<file path="src/rtl/gpad_pkg.sv">
// Shared constants, types and helper functions for the gamepad edge and auto-repeat block.
package gpad_pkg;

    localparam int NumRaw     = 20;
    localparam int NumOut     = 22;
    localparam int NumButtons = 12;
    localparam int CntW       = 4;

    localparam logic [CntW-1:0] RepeatStart = 4'd10;
    localparam logic [CntW-1:0] SlowReload  = 4'd6;
    localparam logic [CntW-1:0] CntMax      = 4'd11;

    localparam int LineCircle = 7;
    localparam int LineCross  = 8;
    localparam int BitEnter   = 12;
    localparam int BitCancel  = 13;

    localparam logic [7:0] LowLimitReset  = 8'd64;
    localparam logic [7:0] HighLimitReset = 8'd192;

    typedef enum logic [1:0] {
        CFG_ENTER_IS_CIRCLE = 2'd0,
        CFG_LOW_LIMIT       = 2'd1,
        CFG_HIGH_LIMIT      = 2'd2
    } cfg_index_t;

    typedef struct packed {
        logic [NumOut-1:0] level;
        logic [NumOut-1:0] pressed;
        logic [NumOut-1:0] released;
        logic [NumOut-1:0] slow;
        logic [NumOut-1:0] fast;
    } result_t;

    // Moves a raw line mask into output order and fills in the enter and cancel bits.
    function automatic logic [NumOut-1:0] to_out(input logic [NumRaw-1:0] raw,
                                                  input logic enter_is_circle);
        logic [NumOut-1:0] m;
        m = {raw[NumRaw-1:NumButtons], 2'b00, raw[NumButtons-1:0]};
        m[BitEnter]  = enter_is_circle ? raw[LineCircle] : raw[LineCross];
        m[BitCancel] = enter_is_circle ? raw[LineCross] : raw[LineCircle];
        return m;
    endfunction

    // Two direction bits from one axis; the low compare wins when the limits cross.
    function automatic logic [1:0] axis_dirs(input logic [7:0] a,
                                             input logic [7:0] lo,
                                             input logic [7:0] hi);
        logic [1:0] d;
        d = 2'b00;
        if (a < lo) begin
            d = 2'b01;
        end else if (a > hi) begin
            d = 2'b10;
        end
        return d;
    endfunction

endpackage

</file>
<file path="src/rtl/gpad_core.sv">
// Configuration registers, per-line hold counters and the edge and repeat logic.
module gpad_core
    import gpad_pkg::*;
(
    input  logic        clk,
    input  logic        rst_n,
    input  logic        cfg_we,
    input  logic [1:0]  cfg_index,
    input  logic [7:0]  cfg_wdata,
    input  logic        accept,
    input  logic [11:0] button_bits,
    input  logic [7:0]  left_x,
    input  logic [7:0]  left_y,
    input  logic [7:0]  right_x,
    input  logic [7:0]  right_y,
    output result_t     result
);

    logic            enter_is_circle_reg;
    logic [7:0]      low_limit_reg;
    logic [7:0]      high_limit_reg;
    logic [NumRaw-1:0] prev_reg;
    logic [CntW-1:0] slow_cnt_reg  [NumRaw];
    logic [CntW-1:0] fast_cnt_reg  [NumRaw];
    logic [CntW-1:0] slow_cnt_next [NumRaw];
    logic [CntW-1:0] fast_cnt_next [NumRaw];

    logic [NumRaw-1:0] cur;
    logic [NumRaw-1:0] pressed;
    logic [NumRaw-1:0] released;
    logic [NumRaw-1:0] slow_pulse;
    logic [NumRaw-1:0] fast_pulse;
    logic [NumRaw-1:0] cnt_bad;

    always_ff @(posedge clk or negedge rst_n)
    begin
        if (!rst_n) begin
            enter_is_circle_reg <= 1'b0;
            low_limit_reg       <= LowLimitReset;
            high_limit_reg      <= HighLimitReset;
        end else if (cfg_we) begin
            unique case (cfg_index_t'(cfg_index))
                CFG_ENTER_IS_CIRCLE: enter_is_circle_reg <= cfg_wdata[0];
                CFG_LOW_LIMIT:       low_limit_reg       <= cfg_wdata;
                CFG_HIGH_LIMIT:      high_limit_reg      <= cfg_wdata;
                default:             ;
            endcase
        end
    end

    always_comb
    begin
        cur = {axis_dirs(right_x, low_limit_reg, high_limit_reg),
               axis_dirs(right_y, low_limit_reg, high_limit_reg),
               axis_dirs(left_x, low_limit_reg, high_limit_reg),
               axis_dirs(left_y, low_limit_reg, high_limit_reg),
               button_bits};
        pressed  = cur & ~prev_reg;
        released = ~cur & prev_reg;
    end

    for (genvar i = 0; i < NumRaw; i++) begin : g_line
        logic [CntW-1:0] s;
        logic [CntW-1:0] f;

        always_comb
        begin
            s = slow_cnt_reg[i];
            f = fast_cnt_reg[i];
            slow_pulse[i] = 1'b0;
            fast_pulse[i] = 1'b0;
            if (s >= RepeatStart) begin
                slow_pulse[i] = cur[i];
                s = SlowReload;
            end
            if (f >= RepeatStart) begin
                fast_pulse[i] = cur[i];
                f = RepeatStart;
            end
            slow_cnt_next[i] = cur[i] ? s + 1'b1 : '0;
            fast_cnt_next[i] = cur[i] ? f + 1'b1 : '0;
            cnt_bad[i] = (slow_cnt_reg[i] > CntMax) || (fast_cnt_reg[i] > CntMax);
        end

        always_ff @(posedge clk or negedge rst_n)
        begin
            if (!rst_n) begin
                slow_cnt_reg[i] <= '0;
                fast_cnt_reg[i] <= '0;
            end else if (accept) begin
                slow_cnt_reg[i] <= slow_cnt_next[i];
                fast_cnt_reg[i] <= fast_cnt_next[i];
            end
        end
    end

    always_ff @(posedge clk or negedge rst_n)
    begin
        if (!rst_n) begin
            prev_reg <= '0;
        end else if (accept) begin
            prev_reg <= cur;
        end
    end

    always_comb
    begin
        result.level    = to_out(cur, enter_is_circle_reg);
        result.pressed  = to_out(pressed, enter_is_circle_reg);
        result.released = to_out(released, enter_is_circle_reg);
        result.slow     = to_out(pressed | slow_pulse, enter_is_circle_reg);
        result.fast     = to_out(pressed | fast_pulse, enter_is_circle_reg);
    end

    // Counters started from reset never go beyond eleven.
    a_cnt_range: assert property (@(posedge clk) disable iff (!rst_n) cnt_bad == '0)
        else $error("hold counter out of range");

    // The stored levels follow the line levels of the last accepted sample.
    a_prev_follows: assert property (@(posedge clk) disable iff (!rst_n)
        accept |=> prev_reg == $past(cur))
        else $error("previous levels not updated");

    // A line cannot be pressed and released in the same sample.
    a_edge_disjoint: assert property (@(posedge clk) disable iff (!rst_n)
        accept |-> (pressed & released) == '0)
        else $error("press and release edges overlap");

    // Line 0 has its counters cleared after an accepted sample in which it is not held.
    a_release_clears: assert property (@(posedge clk) disable iff (!rst_n)
        accept && !cur[0] |=> slow_cnt_reg[0] == '0 && fast_cnt_reg[0] == '0)
        else $error("counter not cleared on release");

endmodule

</file>
<file path="src/rtl/gpad_skid.sv">
// Output register with a skid entry so that input transactions continue while a result waits.
module gpad_skid
    import gpad_pkg::*;
(
    input  logic    clk,
    input  logic    rst_n,
    input  logic    in_valid,
    output logic    in_stall,
    input  result_t in_data,
    output logic    out_valid,
    input  logic    out_stall,
    output result_t out_data
);

    logic    out_valid_reg;
    logic    out_valid_next;
    logic    skid_valid_reg;
    logic    skid_valid_next;
    result_t out_data_reg;
    result_t out_data_next;
    result_t skid_data_reg;
    result_t skid_data_next;
    logic    accept;
    logic    out_free;

    assign in_stall  = skid_valid_reg;
    assign accept    = in_valid && !skid_valid_reg;
    assign out_free  = !out_valid_reg || !out_stall;
    assign out_valid = out_valid_reg;
    assign out_data  = out_data_reg;

    always_comb
    begin
        out_valid_next  = out_valid_reg;
        out_data_next   = out_data_reg;
        skid_valid_next = skid_valid_reg;
        skid_data_next  = skid_data_reg;
        if (out_free) begin
            skid_valid_next = 1'b0;
            if (skid_valid_reg) begin
                out_valid_next = 1'b1;
                out_data_next  = skid_data_reg;
            end else begin
                out_valid_next = accept;
                out_data_next  = in_data;
            end
        end else if (accept) begin
            skid_valid_next = 1'b1;
            skid_data_next  = in_data;
        end
    end

    always_ff @(posedge clk or negedge rst_n)
    begin
        if (!rst_n) begin
            out_valid_reg  <= 1'b0;
            skid_valid_reg <= 1'b0;
        end else begin
            out_valid_reg  <= out_valid_next;
            skid_valid_reg <= skid_valid_next;
        end
    end

    always_ff @(posedge clk)
    begin
        out_data_reg  <= out_data_next;
        skid_data_reg <= skid_data_next;
    end

    // The skid entry is only ever filled behind a held output.
    a_skid_behind_out: assert property (@(posedge clk) disable iff (!rst_n)
        skid_valid_reg |-> out_valid_reg)
        else $error("skid entry valid with empty output");

    // A transaction taken while the output is held lands in the skid entry.
    a_skid_fill: assert property (@(posedge clk) disable iff (!rst_n)
        accept && out_valid_reg && out_stall |=> skid_valid_reg && skid_data_reg == $past(in_data))
        else $error("held result lost a transaction");

    // A drained skid entry moves to the output.
    a_skid_drain: assert property (@(posedge clk) disable iff (!rst_n)
        skid_valid_reg && !out_stall |=> out_valid_reg && out_data_reg == $past(skid_data_reg))
        else $error("skid entry not forwarded");

endmodule

</file>
<file path="src/rtl/gamepad_edge_and_autorepeat.sv">
// Top level of the gamepad edge detector with slow and fast auto-repeat.
// An accepted sample's result is registered at the output, or in the skid entry when held.
// Throughput: one sample per cycle while in_stall is low; a two-entry output buffer keeps
// input open while one result waits, and in_stall rises only when both entries are full.
// Reset clears levels, hold counters and output valids, and sets the limits to 64 and 192.
module gamepad_edge_and_autorepeat
    import gpad_pkg::*;
(
    input  logic               clk,
    input  logic               rst_n,
    input  logic               cfg_we,
    input  logic [1:0]         cfg_index,
    input  logic [7:0]         cfg_wdata,
    input  logic               in_valid,
    output logic               in_stall,
    input  logic [11:0]        button_bits,
    input  logic [7:0]         left_x,
    input  logic [7:0]         left_y,
    input  logic [7:0]         right_x,
    input  logic [7:0]         right_y,
    output logic               out_valid,
    input  logic               out_stall,
    output logic [NumOut-1:0]  level_mask,
    output logic [NumOut-1:0]  pressed_mask,
    output logic [NumOut-1:0]  released_mask,
    output logic [NumOut-1:0]  slow_repeat_mask,
    output logic [NumOut-1:0]  fast_repeat_mask
);

    result_t result;
    result_t out_data;
    logic    accept;

    assign accept = in_valid && !in_stall;

    gpad_core u_core (
        .clk         (clk),
        .rst_n       (rst_n),
        .cfg_we      (cfg_we),
        .cfg_index   (cfg_index),
        .cfg_wdata   (cfg_wdata),
        .accept      (accept),
        .button_bits (button_bits),
        .left_x      (left_x),
        .left_y      (left_y),
        .right_x     (right_x),
        .right_y     (right_y),
        .result      (result)
    );

    gpad_skid u_skid (
        .clk       (clk),
        .rst_n     (rst_n),
        .in_valid  (in_valid),
        .in_stall  (in_stall),
        .in_data   (result),
        .out_valid (out_valid),
        .out_stall (out_stall),
        .out_data  (out_data)
    );

    assign level_mask       = out_data.level;
    assign pressed_mask     = out_data.pressed;
    assign released_mask    = out_data.released;
    assign slow_repeat_mask = out_data.slow;
    assign fast_repeat_mask = out_data.fast;

endmodule
</file>
<file path="config.mk">
export PLATFORM = sky130hd
export DESIGN_NAME = gamepad_edge_and_autorepeat
export DESIGN_NICKNAME = d
export VERILOG_FILES = /design/src/rtl/gpad_pkg.sv /design/src/rtl/gpad_core.sv /design/src/rtl/gpad_skid.sv /design/src/rtl/gamepad_edge_and_autorepeat.sv
export SDC_FILE = /design/constraint.sdc
export NUM_CORES = 1
export LEC_CHECK = 0
export BUFFER_PORTS_ARGS = -buffer_cell sky130_fd_sc_hd__buf_2
export CAP_MARGIN = 40
export CORE_MARGIN = 2
export CORE_UTILIZATION = 60
export CTS_CLUSTER_DIAMETER = 150
export DETAILED_ROUTE_END_ITERATION = 8
export GPL_TIMING_DRIVEN = 0
export PLACE_DENSITY = 0.8
export SLEW_MARGIN = 20
export SYNTH_ARGS = -nofsm -noshare
export SYNTH_HDL_FRONTEND = slang
export SYNTH_HIERARCHICAL = 1
export SYNTH_SLANG_ARGS = --single-unit
</file>
<file path="constraint.sdc">
create_clock -name clk -period 11.2 [get_ports clk]
set_input_delay 1.12 -clock clk [delete_from_list [all_inputs] [get_ports clk]]
set_output_delay 1.12 -clock clk [all_outputs]
set_load 0.03 [all_outputs]
</file>
# [After elaboration in Yosys (flattened, before gate mapping)]
# Index checks and enable logic that the tools add are counted.
[word_totals] out_inout_bits=112 reg_bits=419 elab_cells=306
[op_classes] n_addsub=40 reduce_logical=11 muxes=142 n_bitwise=7 eq_ne=2 magnitude_cmp=48
[op_table] cell="$mux W4" n=80
[op_table] cell="$add A4 B1 Y4 const B" n=40
[op_table] cell="$ge A4 B4 Y1 const B" n=40
[op_table] cell="$mux W110" n=1
[op_table] cell="$mux W1" n=53
[op_table] cell="$and A20 B20 Y20" n=2
[op_table] cell="$not A20 Y20" n=2
[op_table] cell="$or A20 B20 Y20" n=2
[op_table] cell="$gt A8 B8 Y1" n=4
[op_table] cell="$lt A8 B8 Y1" n=4
[op_table] cell="$mux W2" n=8
[op_table] cell="$reduce_and A2 Y1" n=4
[op_table] cell="$logic_not A1 Y1" n=3
[op_table] cell="$eq A2 B1 Y1 const B" n=1
[op_table] cell="$eq A2 B2 Y1 const B" n=1
[op_table] cell="$logic_not A2 Y1" n=1
[op_table] cell="$reduce_bool A2 Y1" n=1
[op_table] cell="$logic_and A1 B1 Y1" n=1
[op_table] cell="$logic_or A1 B1 Y1" n=1
[op_table] cell="$not A1 Y1" n=1

# [Logic depth before layout (Yosys ltp)]
[logic_depth] ltp_word=7 mapped_depth=10 ltp_nobuf=9

# [By module]
# Netlist, hierarchy kept.
[modules_own_cells] mod="gpad_core" seq_area_each_um2=4933.5 n_inst=1 area_each_um2=11862.6 cells_each=1295
[modules_own_cells] mod="gpad_skid" seq_area_each_um2=6656.4 n_inst=1 area_each_um2=8304.2 cells_each=349
[modules_own_cells] mod="gamepad_edge_and_autorepeat" seq_area_each_um2=0.0 n_inst=1 area_each_um2=13.8 cells_each=1

# [Least setup slack after synthesis]
# No wires, ideal clock.
[synth_timing] kind="in2reg" start="input port in_valid" end="register u_skid/skid_data_reg[0] in the netlist's numbering (enable)" required_time_ns=10.717 path_slack_ns=6.950 stages=1 arrival_ns=3.766 cell_sequence="and4b_1"
[synth_between] elab_chain_cells=2
[synth_rtl] element="start, declared" line_no="gamepad_edge_and_autorepeat.sv:14" text="input logic in_valid,"
[synth_rtl] element="$logic_and A1 B1 Y1" line_no="gpad_skid.sv:27" text="assign accept = in_valid && !skid_valid_reg;"
[synth_rtl] element="$reduce_and A2 Y1 (no source line)"
[synth_rtl] element="end signal, assigned" line_no="gpad_skid.sv:67" text="skid_data_reg <= skid_data_next;"
[synth_rtl] element="end, declared" line_no="gpad_skid.sv:21" text="result_t skid_data_reg;"
# Every way passes these cells.
# A chain may end at the register's enable or synchronous reset.

==> flow_summary.ini <==
[timing]
rsz0062_at_grt = false
hold_viol_final = 0
fin_skew_ns = 0.01240
finalMaxSlewViolations = 0
fin_crit_sh = 0.2777
fin_crit_ns = 3.110
fmax_ghz = 0.3215
holdWs_ns = 0.4985
max_slew_margin = 0.3834
setup_violations = 0
fin_ws_ns = 8.090
tightest_slew_ns = 0.9249
setup_tns_ns = 0

[drt]
avgViaCountPerCell = 6.042
final_antenna_net_count = 0
routed_wl_um = 46800
drc = 0
drtIter0Drc = 1296
vias = 14120
routedWlPerCell_um = 20.03
first_pass_iters = 5

[floorplan]
die-height_um = 187.4
die_x_um = 187.4
core_um2 = 33360
start_util = 0.6049
die-area_um2 = 35120
io_pins = 171
rows = 67

[setup_path]
rrSetupSlack_ns = 8.14
crit_path_start_kind = primary input
crit_arrival_ns = 3.40
critPathRequiredTime_ns = 11.49
critPathMaxFanout = 10
r2r-start = u_core/low_limit_reg[6]
reg2reg_to = u_skid/out_data[65]
critPathMaxStageDelay_ns = 0.59
crit_type = primary input to flop
path_cells = buf_2 -> ha_1 -> nand4_1 -> o31ai_4 -> inv_4 -> a2111o_1 -> buf_6 -> and2_1 -> mux2_4
cpMaxStageDelayCell = o31ai_4
critPathCaptureType = flop
rr_worst_depth = 9

[layout]
drive_gt1_frac = 0.2139
diodes = 0
syn2layout_area_growth_pct = 14.40
fin_cells = 2337
final_nets = 2014
fillers = 2397

[pwr]
leakagePower_nw = 9.935
power.internal_w = 0.003210
p_seq_frac = 0.460
combPwrFrac = 0.241
switching_share = 0.3134
ir_drop_mv = 0.1024
switchingPower_w = 0.001465
p_per_area_nw_per_um2 = 202.5
clkPwrFrac = 0.299

[clock_network]
clock_path_buffers = 3
insertion_delay_ns = 0.55
cts_tree = yes
post_cts_buffers = 0
cts_sinks = 419
numCtsBuffers = 43
postCtsResizedCells = 0
cts_root_buf = clkbuf_16
holdBufCountCts = 0
cts.reportedPaths.clkPinSlew_ns = 0.06
htreeDepth = 2

[grt]
grt_pass1_vias = 14059
overflow = 0
grt_max_degree = 91
grt_pass1_wl_um = 73840
grt_use_total = 0.2661
antenna_found_initial = 0

[synthesis]
yosysSeqAreaShare = 0.5743
ys_warn_count = 6
synth-async-reset-ratio = 0.4749
syn_inst = 1645
synth_area_per_cell_um2 = 12.27
ys_types = 52
synth-main-ff-cell = edfxtp_1
synth_nets = 1804
synth_area_um2 = 20180
synth_edf_count = 220
ys_seq_elements = 419

[placed_design]
portBuffers = 158
dp_cells = 2257
place_congestion = 0.8876
place_ws_ns = 7.547
dp_hpwl_um = 32140

[run]
maxCapViolations = 0

[min_path]
hp-class = primary input to asynchronous set/reset pin

[status]
status = completed
## cells by family after synthesis
family,count (synthesis),share of synthesized area
AO/OA/AOI/OAI,421,0.1389
XOR/XNOR,20,0.008680
adder cells (fa/ha/maj),100,0.06200
buffers and inverters,164,0.03776
flip-flops,419,0.5743
multiplexers,135,0.08779
AND/OR/NAND/NOR,386,0.09052
## power groups by stage
stage | logic [W] | clock network [W] | registers, W
floorplan | 0.000686 | 0 | 0.00226
global placement | 0.00106 | 0 | 0.00216
detailed placement | 0.00111 | 0 | 0.00217
CTS | 0.00112 | 0.00142 | 0.00214
global route | 0.00124 | 0.00148 | 0.00219
finish | 0.00112 | 0.00140 | 0.00215
## layout make-up
class                      count  area, µm²  area share
sequential                   419      11590      0.5020
multi-input combinational   1062       7840      0.3396
clock buffer                  66       1296     0.05615
timing repair buffer         165      945.9     0.04097
tap                          448      560.5     0.02428
buffer                        81      440.4     0.01908
inverter                      83      321.6     0.01393
clock inverter                13      91.34    0.003956
## stage by stage
step / utilization / power (W) / instance area [µm²]
floorplan: - / 0.002944 / 20180
detailed placement: 0.6500 / 0.003280 / 21690
global placement: 0.6454 / 0.003213 / 21530
finish: 0.6919 / 0.004675 / 23090
CTS: 0.6916 / 0.004687 / 23070
global route: 0.6919 / 0.004903 / 23090
## worst max-delay path: cells and delay by family
| kind | cells | cell delay [ns] |
|---|---|---|
| simple gates | 2 | 0.33 |
| buf+inv | 3 | 0.43 |
| fa+ha+maj | 1 | 0.32 |
| mux | 1 | 0.27 |
| compound gates | 2 | 0.93 |
## cells in the final DEF, fill, tap and decap left out, types with 20 or more instances in the layout
cell / synthesis / routed
edfxtp_1: 220 / 220
dfrtp_1: 196 / 196
nand2_1: 163 / 162
buf_2: 4 / 161
o21ai_0: 152 / 152
ha_1: 100 / 100
a21oi_1: 84 / 84
inv_1: 79 / 79
nor2_1: 72 / 72
mux2_2: 68 / 68
mux2_4: 67 / 67
clkbuf_1: 44 / 57
o2bb2ai_1: 48 / 48
clkbuf_16: 0 / 46
and2_1: 44 / 44
a22o_1: 42 / 42
nand3_1: 32 / 32
nand4_1: 24 / 24
nand3b_1: 22 / 22
xnor2_1: 20 / 20
a41oi_1: 20 / 20
## worst max path at each step
stage,from,endpoint,slack (ns),cells after the start
floorplan,in_valid,u_skid/skid_data_reg[0],6.95,1
global placement,rst_n,u_core/prev_reg[1],5.52,1
detailed placement,right_x[7],u_skid/out_data[65],7.55,9
CTS,right_x[7],u_skid/out_data[65],8.12,9
global route,right_x[7],u_skid/out_data[65],8.00,9
finish,right_x[6],u_skid/out_data[65],8.09,9
## per-layer routing
metal | vias up | track usage | wire, µm
li1 | 6497 | - | -
met1 | 6934 | 0.3463 | 18830
met4 | 0 | 0.1084 | 1556
met5 | - | 0 | 0
met3 | 108 | 0.04597 | 3461
met2 | 581 | 0.4467 | 22950
## synth_stat cells (2+ instances only)
library cell    n  area [µm²]
a22oi_1         2       15.01
a21oi_1        84       420.4
a32o_1         18       180.2
o2bb2ai_1      48       420.4
o21ai_1         6       30.03
a41o_1          2       20.02
nand3b_1       22       165.2
mux2_4         67        1006
a41oi_1        20       175.2
o211ai_1        4       30.03
a22o_1         42       367.9
a211o_1         5       43.79
nand2_1       163       611.8
o31ai_1         8       60.06
edfxtp_1      220        6606
nand3_1        32       160.2
a211oi_1        2       15.01
buf_4          12       90.09
xnor2_1        20       175.2
dfstp_2         3       78.83
nand4_1        24       150.1
clkbuf_1       44       165.2
nand4b_1        2       17.52
nand2b_1       14       87.58
and2_1         44       275.3
buf_6          10       112.6
a21o_1         16       120.1
dfrtp_1       196        4905
o21a_1          4       30.03
a2111o_1        2       22.52
ha_1          100        1251
nor3_1          4       20.02
nor2b_1         2       12.51
buf_1          10       37.54
o21ai_0       152       760.7
inv_4           4       25.02
buf_2           4       20.02
o31ai_4         2       42.54
a2111oi_2       2       30.03
inv_1          79       296.5
mux2_2         68       765.7
nor2_1         72       270.3
Note: power is estimated with default switching activity, not from simulation.
